<file path="src/rtl/first_fit_page_run_allocator_macros.svh">
// Assertion macros used by the allocator controller.
`ifndef FIRST_FIT_PAGE_RUN_ALLOCATOR_MACROS_SVH
`define FIRST_FIT_PAGE_RUN_ALLOCATOR_MACROS_SVH

// The consequent must hold in the same cycle as the antecedent.
`define FFPRA_ASSERT_NOW(lbl, ante, cons, msg) \
    lbl: assert property (@(posedge clk) disable iff (!rst_n) (ante) |-> (cons)) \
        else $error(msg);

// The consequent must hold in the cycle after the antecedent.
`define FFPRA_ASSERT_NEXT(lbl, ante, cons, msg) \
    lbl: assert property (@(posedge clk) disable iff (!rst_n) (ante) |=> (cons)) \
        else $error(msg);

`endif

</file>
<file path="src/rtl/ffpra_pkg.sv">
package ffpra_pkg;

    localparam int NUM_PAGES = 1024;
    localparam int PAGE_W    = $clog2(NUM_PAGES);
    localparam int PTR_W     = PAGE_W + 1;
    localparam int SUM_W     = PTR_W + 1;
    localparam int COUNT_W   = 11;
    localparam int OP_W      = 2;
    localparam int STATUS_W  = 2;
    localparam int CFG_W     = 10;

    localparam logic [OP_W-1:0] OP_ALLOC  = 2'd0;
    localparam logic [OP_W-1:0] OP_FREE   = 2'd1;
    localparam logic [OP_W-1:0] OP_RESIZE = 2'd2;

    localparam logic [STATUS_W-1:0] ST_OK      = 2'd0;
    localparam logic [STATUS_W-1:0] ST_OOM     = 2'd1;
    localparam logic [STATUS_W-1:0] ST_INVALID = 2'd2;
    localparam logic [STATUS_W-1:0] ST_NULL    = 2'd3;

    localparam logic CFG_FIRST = 1'b0;
    localparam logic CFG_LAST  = 1'b1;

    typedef struct packed {
        logic               in_use;
        logic               is_head;
        logic [COUNT_W-1:0] run;
    } entry_t;

    localparam int ENTRY_W = $bits(entry_t);

    typedef enum logic [2:0] {
        PH_IDLE,
        PH_LOOKUP,
        PH_SEARCH,
        PH_CHECK,
        PH_COUNT,
        PH_MARK,
        PH_CLEAR
    } phase_t;

    typedef enum logic [2:0] {
        RG_LOOKUP,
        RG_USABLE,
        RG_NEW_TAIL,
        RG_OLD_RUN,
        RG_SHRINK,
        RG_EXT,
        RG_ALL
    } range_t;

    typedef struct packed {
        logic                latch;
        phase_t              phase;
        range_t              range;
        logic                take_found;
        logic                write_head;
        logic                set_status;
        logic [STATUS_W-1:0] status;
        logic                set_result;
        logic                publish;
    } cmd_t;

    typedef struct packed {
        logic            busy;
        logic [OP_W-1:0] op;
        logic            n_zero;
        logic            head_zero;
        logic            head_ok;
        logic            n_eq_len;
        logic            n_lt_len;
        logic            ext_fits;
        logic            hit;
        logic            fail;
    } sts_t;

endpackage

</file>
<file path="src/rtl/ffpra_ctrl.sv">
`include "first_fit_page_run_allocator_macros.svh"

module ffpra_ctrl (
    input  logic            clk,
    input  logic            rst_n,
    input  logic            in_valid,
    output logic            in_ready,
    output logic            out_valid,
    input  logic            out_ready,
    output ffpra_pkg::cmd_t cmd,
    input  ffpra_pkg::sts_t sts
);

    typedef enum logic [3:0] {
        S_WIPE,
        S_WIPE_WAIT,
        S_IDLE,
        S_DISPATCH,
        S_SEARCH,
        S_FOUND,
        S_NEW_TAIL,
        S_LOOKUP,
        S_CHECK,
        S_EXTEND,
        S_SHRINK,
        S_RELEASE,
        S_COUNT,
        S_COUNT_WAIT,
        S_DONE
    } state_t;

    state_t state_reg;
    state_t state_next;
    logic   out_valid_reg;
    logic   out_valid_next;

    assign in_ready  = (state_reg == S_IDLE);
    assign out_valid = out_valid_reg;

    always_comb
    begin
        cmd        = '0;
        cmd.phase  = ffpra_pkg::PH_IDLE;
        cmd.range  = ffpra_pkg::RG_ALL;
        state_next = state_reg;
        unique case (state_reg)
            S_WIPE:
            begin
                cmd.phase  = ffpra_pkg::PH_CLEAR;
                cmd.range  = ffpra_pkg::RG_ALL;
                state_next = S_WIPE_WAIT;
            end
            S_WIPE_WAIT:
            begin
                if (!sts.busy)
                begin
                    state_next = S_IDLE;
                end
            end
            S_IDLE:
            begin
                if (in_valid)
                begin
                    cmd.latch  = 1'b1;
                    state_next = S_DISPATCH;
                end
            end
            S_DISPATCH:
            begin
                priority if (sts.op == ffpra_pkg::OP_ALLOC && !sts.n_zero)
                begin
                    cmd.phase  = ffpra_pkg::PH_SEARCH;
                    cmd.range  = ffpra_pkg::RG_USABLE;
                    state_next = S_SEARCH;
                end
                else if ((sts.op == ffpra_pkg::OP_FREE || sts.op == ffpra_pkg::OP_RESIZE)
                         && !sts.head_zero)
                begin
                    cmd.phase  = ffpra_pkg::PH_LOOKUP;
                    cmd.range  = ffpra_pkg::RG_LOOKUP;
                    state_next = S_LOOKUP;
                end
                else
                begin
                    cmd.set_status = 1'b1;
                    cmd.status     = ffpra_pkg::ST_NULL;
                    state_next     = S_COUNT;
                end
            end
            S_SEARCH:
            begin
                if (!sts.busy)
                begin
                    if (sts.hit)
                    begin
                        cmd.take_found = 1'b1;
                        state_next     = S_FOUND;
                    end
                    else
                    begin
                        cmd.set_status = 1'b1;
                        cmd.status     = ffpra_pkg::ST_OOM;
                        state_next     = S_COUNT;
                    end
                end
            end
            S_FOUND:
            begin
                cmd.phase  = ffpra_pkg::PH_MARK;
                cmd.range  = ffpra_pkg::RG_NEW_TAIL;
                state_next = S_NEW_TAIL;
            end
            S_NEW_TAIL:
            begin
                if (!sts.busy)
                begin
                    cmd.write_head = 1'b1;
                    cmd.set_result = 1'b1;
                    if (sts.op == ffpra_pkg::OP_RESIZE)
                    begin
                        cmd.phase  = ffpra_pkg::PH_CLEAR;
                        cmd.range  = ffpra_pkg::RG_OLD_RUN;
                        state_next = S_RELEASE;
                    end
                    else
                    begin
                        state_next = S_COUNT;
                    end
                end
            end
            S_LOOKUP:
            begin
                if (!sts.busy)
                begin
                    priority if (!sts.head_ok)
                    begin
                        cmd.set_status = 1'b1;
                        cmd.status     = ffpra_pkg::ST_INVALID;
                        state_next     = S_COUNT;
                    end
                    else if (sts.op == ffpra_pkg::OP_FREE || sts.n_zero)
                    begin
                        cmd.phase  = ffpra_pkg::PH_CLEAR;
                        cmd.range  = ffpra_pkg::RG_OLD_RUN;
                        state_next = S_RELEASE;
                    end
                    else if (sts.n_eq_len)
                    begin
                        cmd.set_result = 1'b1;
                        state_next     = S_COUNT;
                    end
                    else if (sts.n_lt_len)
                    begin
                        cmd.phase  = ffpra_pkg::PH_CLEAR;
                        cmd.range  = ffpra_pkg::RG_SHRINK;
                        state_next = S_SHRINK;
                    end
                    else if (!sts.ext_fits)
                    begin
                        cmd.phase  = ffpra_pkg::PH_SEARCH;
                        cmd.range  = ffpra_pkg::RG_USABLE;
                        state_next = S_SEARCH;
                    end
                    else
                    begin
                        cmd.phase  = ffpra_pkg::PH_CHECK;
                        cmd.range  = ffpra_pkg::RG_EXT;
                        state_next = S_CHECK;
                    end
                end
            end
            S_CHECK:
            begin
                if (!sts.busy)
                begin
                    if (sts.fail)
                    begin
                        cmd.phase  = ffpra_pkg::PH_SEARCH;
                        cmd.range  = ffpra_pkg::RG_USABLE;
                        state_next = S_SEARCH;
                    end
                    else
                    begin
                        cmd.phase  = ffpra_pkg::PH_MARK;
                        cmd.range  = ffpra_pkg::RG_EXT;
                        state_next = S_EXTEND;
                    end
                end
            end
            S_EXTEND, S_SHRINK:
            begin
                if (!sts.busy)
                begin
                    cmd.write_head = 1'b1;
                    cmd.set_result = 1'b1;
                    state_next     = S_COUNT;
                end
            end
            S_RELEASE:
            begin
                if (!sts.busy)
                begin
                    state_next = S_COUNT;
                end
            end
            S_COUNT:
            begin
                cmd.phase  = ffpra_pkg::PH_COUNT;
                cmd.range  = ffpra_pkg::RG_USABLE;
                state_next = S_COUNT_WAIT;
            end
            S_COUNT_WAIT:
            begin
                if (!sts.busy)
                begin
                    state_next = S_DONE;
                end
            end
            S_DONE:
            begin
                if (!out_valid_reg || out_ready)
                begin
                    cmd.publish = 1'b1;
                    state_next  = S_IDLE;
                end
            end
            default:
            begin
                state_next = S_IDLE;
            end
        endcase
    end

    always_comb
    begin
        out_valid_next = out_valid_reg;
        if (cmd.publish)
        begin
            out_valid_next = 1'b1;
        end
        else if (out_ready)
        begin
            out_valid_next = 1'b0;
        end
    end

    always_ff @(posedge clk or negedge rst_n)
    begin
        if (!rst_n)
        begin
            state_reg     <= S_WIPE;
            out_valid_reg <= 1'b0;
        end
        else
        begin
            state_reg     <= state_next;
            out_valid_reg <= out_valid_next;
        end
    end

    `FFPRA_ASSERT_NOW(a_idle_quiet, state_reg == S_IDLE, !sts.busy, "datapath busy while idle")
    `FFPRA_ASSERT_NEXT(a_accept_dispatch, in_valid && in_ready, state_reg == S_DISPATCH, "request not dispatched")
    `FFPRA_ASSERT_NOW(a_start_free, cmd.phase != ffpra_pkg::PH_IDLE, !sts.busy, "phase started while busy")
    `FFPRA_ASSERT_NEXT(a_publish_valid, cmd.publish, out_valid_reg, "published result not valid")

endmodule

</file>
<file path="config.mk">
export PLATFORM = sky130hd
export DESIGN_NAME = ffpra_ctrl
export DESIGN_NICKNAME = d
export VERILOG_FILES = /design/src/rtl/ffpra_pkg.sv /design/src/rtl/ffpra_ctrl.sv
export VERILOG_INCLUDE_DIRS = /design/src /design/src/rtl
export SDC_FILE = /design/constraint.sdc
export NUM_CORES = 1
export LEC_CHECK = 0
export BUFFER_PORTS_ARGS = -buffer_cell sky130_fd_sc_hd__buf_4
export CORE_UTILIZATION = 30
export DETAILED_ROUTE_END_ITERATION = 8
export GPL_TIMING_DRIVEN = 0
export PLACE_DENSITY = 0.6
export REMOVE_ABC_BUFFERS = 1
export SLEW_MARGIN = 0
export SYNTH_ARGS = -nofsm -noshare
export SYNTH_HDL_FRONTEND = slang
export SYNTH_SLANG_ARGS = --single-unit
</file>
<file path="constraint.sdc">
create_clock -name clk -period 4 [get_ports clk]
set_clock_uncertainty 0.1 [all_clocks]
set_input_delay 0.4 -clock clk [delete_from_list [all_inputs] [get_ports clk]]
set_output_delay 0.4 -clock clk [all_outputs]
set_load 0.01 [all_outputs]
</file>
== Yosys cells after proc, flatten, opt, wreduce, memory -nomap -nowiden ==
Cells that the tools add are included.
Storage, ports and cells
  flip-flop bits (word level): 5
  output and inout port bits: 16
Cells by class
  eq/ne operators: 25
  multiplexer cells: 55
  reduce and logical (&&, ||, !) cells: 14
Operators by type and width (number)
  4-bit two-way mux: 21
  6-bit two-way mux: 9
  4-bit case mux with 13 select lines: 1
  6-bit case mux with 7 select lines: 1
  4-bit == test (second input constant): 7
  3-bit two-way mux: 6
  2-bit inequality test (second input constant): 9
  4-bit by 3-bit == test with 1-bit output (second input constant): 4
  1-bit two-way mux: 14
  3-bit case mux with 3 select lines: 1
  9-bit AND reduction: 1
  4-bit by 2-bit == test with 1-bit output (second input constant): 2
  3-bit OR reduction: 2
  5-bit two-way mux: 1
  4-bit by 1-bit == test with 1-bit output (second input constant): 1
  4-bit zero test: 1
  1-bit zero test: 3
  1-bit logical OR: 3
  2-bit by 1-bit == test with 1-bit output (second input constant): 1
  2-bit == test (second input constant): 1
  1-bit logical AND: 2
  2-bit zero test: 1
  1-bit case mux with 2 select lines: 1
  2-bit nonzero test: 1

== Longest topological paths before layout ==
  word-level depth: 7
  depth in mapped cells: 7

== Least setup slack after synthesis ==
OpenSTA, ideal clock, no wires.
  kind: input-to-output
  start: in sts[8] in the netlist's numbering
  end: out cmd[9] in the netlist's numbering
  arrival time: 1.594 ns
  data required time: 3.500 ns
  setup slack: 1.906 ns
  stages: 6
  buffers on the path: 0
  cell sequence: inv_1 ha_1 nor2b_1 or4b_1 o21ai_0 a221o_1
RTL lines
  start: declaration: line ffpra_ctrl.sv:11  | input ffpra_pkg::sts_t sts
  end: declaration: line ffpra_ctrl.sv:10  | output ffpra_pkg::cmd_t cmd,

==> flow_summary.ini <==
[critical_path]
required_ns = 3.50
critPathMaxFanout = 20
reg2reg_depth = 5
crit_path_max_incr_delay_ns = 0.72
endpoint_kind = primary output
cp_cell_sequence = nand2_1 -> or4b_1 -> o21ai_0 -> a221o_1 -> buf_4
timing.rr.end = state_reg[3]
setup.worst_path.start = state_reg[1]
timing.rr.start = state_reg[1]
start_kind = flip-flop
worstPathArrival_ns = 2.33
critPathKind = flip-flop to primary output
reg2reg_slack_ns = 1.79
slowest_stage = dfrtp_1

[routing]
dr.pass1.iters = 4
vias = 1136
wl_per_cell_um = 14.0
drt-initial-drc-count = 43
drt-total-wl_mm = 2.75
via_per_inst = 5.80
drcViolationCount = 0
ant_nets = 0

[outcome]
status = complete, no violations

[yosys]
synth_warnings = 0
synth_edf_count = 0
synth_top_area_frac = 0.140
yosysUniqueCellTypes = 39
syn-cell-area_um2 = 892
syn_area_per_cell_um2 = 6.42
synth_cells = 139
yosys-top-cells-count = 19 x nand2_1, 15 x nor2_1, 15 x o21ai_0, 10 x a21oi_1, 9 x nor3_1
synth-seq-cells = 5
async_flop_share = 1.00
ys_seq_area_frac = 0.140
synth_top_flop_cell = dfrtp_1
synth_top_area_cell = dfrtp_1
synth_most_common_cell = nand2_1
synth.top_cells.by_area = dfrtp_1 14%, o21ai_0 8.4%, nand2_1 8.0%

[floorplanning]
num_io_pins = 31
coreArea_um2 = 2780
fp-row-count = 19
start_util = 0.321
die_height_um = 56.5
dieArea_um2 = 3200
die_w_um = 56.5

[global_route]
grt_max_degree = 21
overflow = 0
grt_antenna_before_repair = 0
grt_pass1_vias = 1065
grtUsageTotal = 0.179
grt_pass1_wl_mm = 4.59

[pwr]
vdd_drop_max_uv = 392
p_leak_uw = 0.000505
power_uw = 775
p_sw_uw = 410
power_frac_seq = 0.220
clkPwrFrac = 0.073
p_per_area_nw_per_um2 = 676
p_comb_frac = 0.708
switching_share = 0.530
internal_power_uw = 364

[sta]
rsz0062_at_grt = false
setup_tns_ns = 0
hold_violations = 0
tightest_slew_ns = 0.606
finalSetupViolations = 0
drv_slew = 0
min_period_ns = 2.83
timing.final.crit_share = 0.707
max_slew_margin = 0.596
clock.fmax_mhz = 354

[final_layout]
final_area_um2 = 1150
largest_reg_flops = 4
fill_cells = 302
diodes = 0
post-route-util = 0.412
layout-drive-gt1-share = 0.230
layout.cells.non_filler = 196
nets = 184
area_delta_synth_final_pct = 28.5

[clock_tree]
numCtsBuffers = 3
h-tree-depth = 1
clk_latency_ns = 0.24
cts_tree = yes
clk_pin_slew_ns = 0.04
cts_buffer_depth = 2
clkSinkCount = 5
postCtsSetupBuffers = 0
cts_root_buf = clkbuf_4

[place]
post-place-cells = 191
place_hpwl_mm = 2.12
detailed_place.area_um2 = 1110
gp_congestion = 0.859
portBuffers = 30

[run]
drv_cap = 0

[hold_path]
min_path_type = input pin to asynchronous set/reset pin
-- worst max-delay path: cells and delay by family (launching register included) --
kind	cells	cell delay, ns
simple gates	2	0.96
flops	1	0.72
buf+inv	1	0.11
compound gates	2	0.29
-- repair_timing --
item / in CTS / in global routing
endpoints found under the setup margin: 0 / 0
resized for setup: 0 / 0
hold buffers: 1 / 0
endpoints found under the hold margin: 5 / 0
-- per-layer routing --
metal | vias up | share of wire | GRT usage
met4 | 0 | 0 | 0.0314
met3 | 0 | 0.076 | 0.0369
met5 | - | 0 | 0
met1 | 525 | 0.44 | 0.226
met2 | 50 | 0.48 | 0.314
li1 | 561 | - | -
-- how the worst max path moves through the flow --
stage / slack (ns) / endpoint / depth (start not counted)
after floorplan: 1.82 / cmd[9] / 4
after global placement: 1.47 / cmd[9] / 5
after detailed placement: 1.45 / cmd[9] / 5
after CTS: 1.17 / cmd[9] / 5
after global routing: 1.01 / cmd[9] / 5
final: 1.17 / cmd[9] / 5
-- cells by family (layout without fill, tap and decap cells) --
family	after synthesis	after routing	synth area share
compound gates	46	46	0.352
fa+ha+maj	3	3	0.0421
buf+inv	17	43	0.0855
flops	5	5	0.140
mux	1	1	0.0112
simple gates	67	67	0.369
-- layout make-up --
| class | count | area [µm²] | area share |
|---|---|---|---|
| Tap cell | 31 | 38.8 | 0.0338 |
| Multi-Input combinational cell | 117 | 691 | 0.603 |
| Sequential cell | 5 | 125 | 0.109 |
| Timing Repair Buffer | 31 | 235 | 0.205 |
| Inverter | 8 | 30.0 | 0.0262 |
| Clock buffer | 4 | 26.3 | 0.0229 |
-- power by group through the flow --
stage / registers [µW] / logic (µW) / clock network [µW]
6_report: 170 / 548 / 56.3
5_1_grt: 184 / 603 / 64.2
4_1_cts: 170 / 547 / 58.4
3_5_place_dp: 170 / 544 / 0
3_3_place_gp: 171 / 541 / 0
2_1_floorplan: 144 / 372 / 0
-- layout by cell type (no fill, tap or decap), types with 4 or more instances in the layout --
master | Yosys | layout
buf_4 | 3 | 30
nand2_1 | 19 | 19
nor2_1 | 15 | 15
o21ai_0 | 15 | 15
a21oi_1 | 10 | 10
nor3_1 | 9 | 9
inv_1 | 8 | 8
nand3_1 | 5 | 5
dfrtp_1 | 5 | 5
nor2b_1 | 4 | 4
o31ai_1 | 4 | 4
-- stage by stage --
step,hold slack (ns),setup slack [ns]
CTS,0.393,1.17
finish,0.400,1.17
global placement,0.101,1.47
floorplan,0.00441,1.82
global route,0.393,1.01
detailed placement,0.103,1.45
No activity file was read; power rests on OpenSTA's default activity.
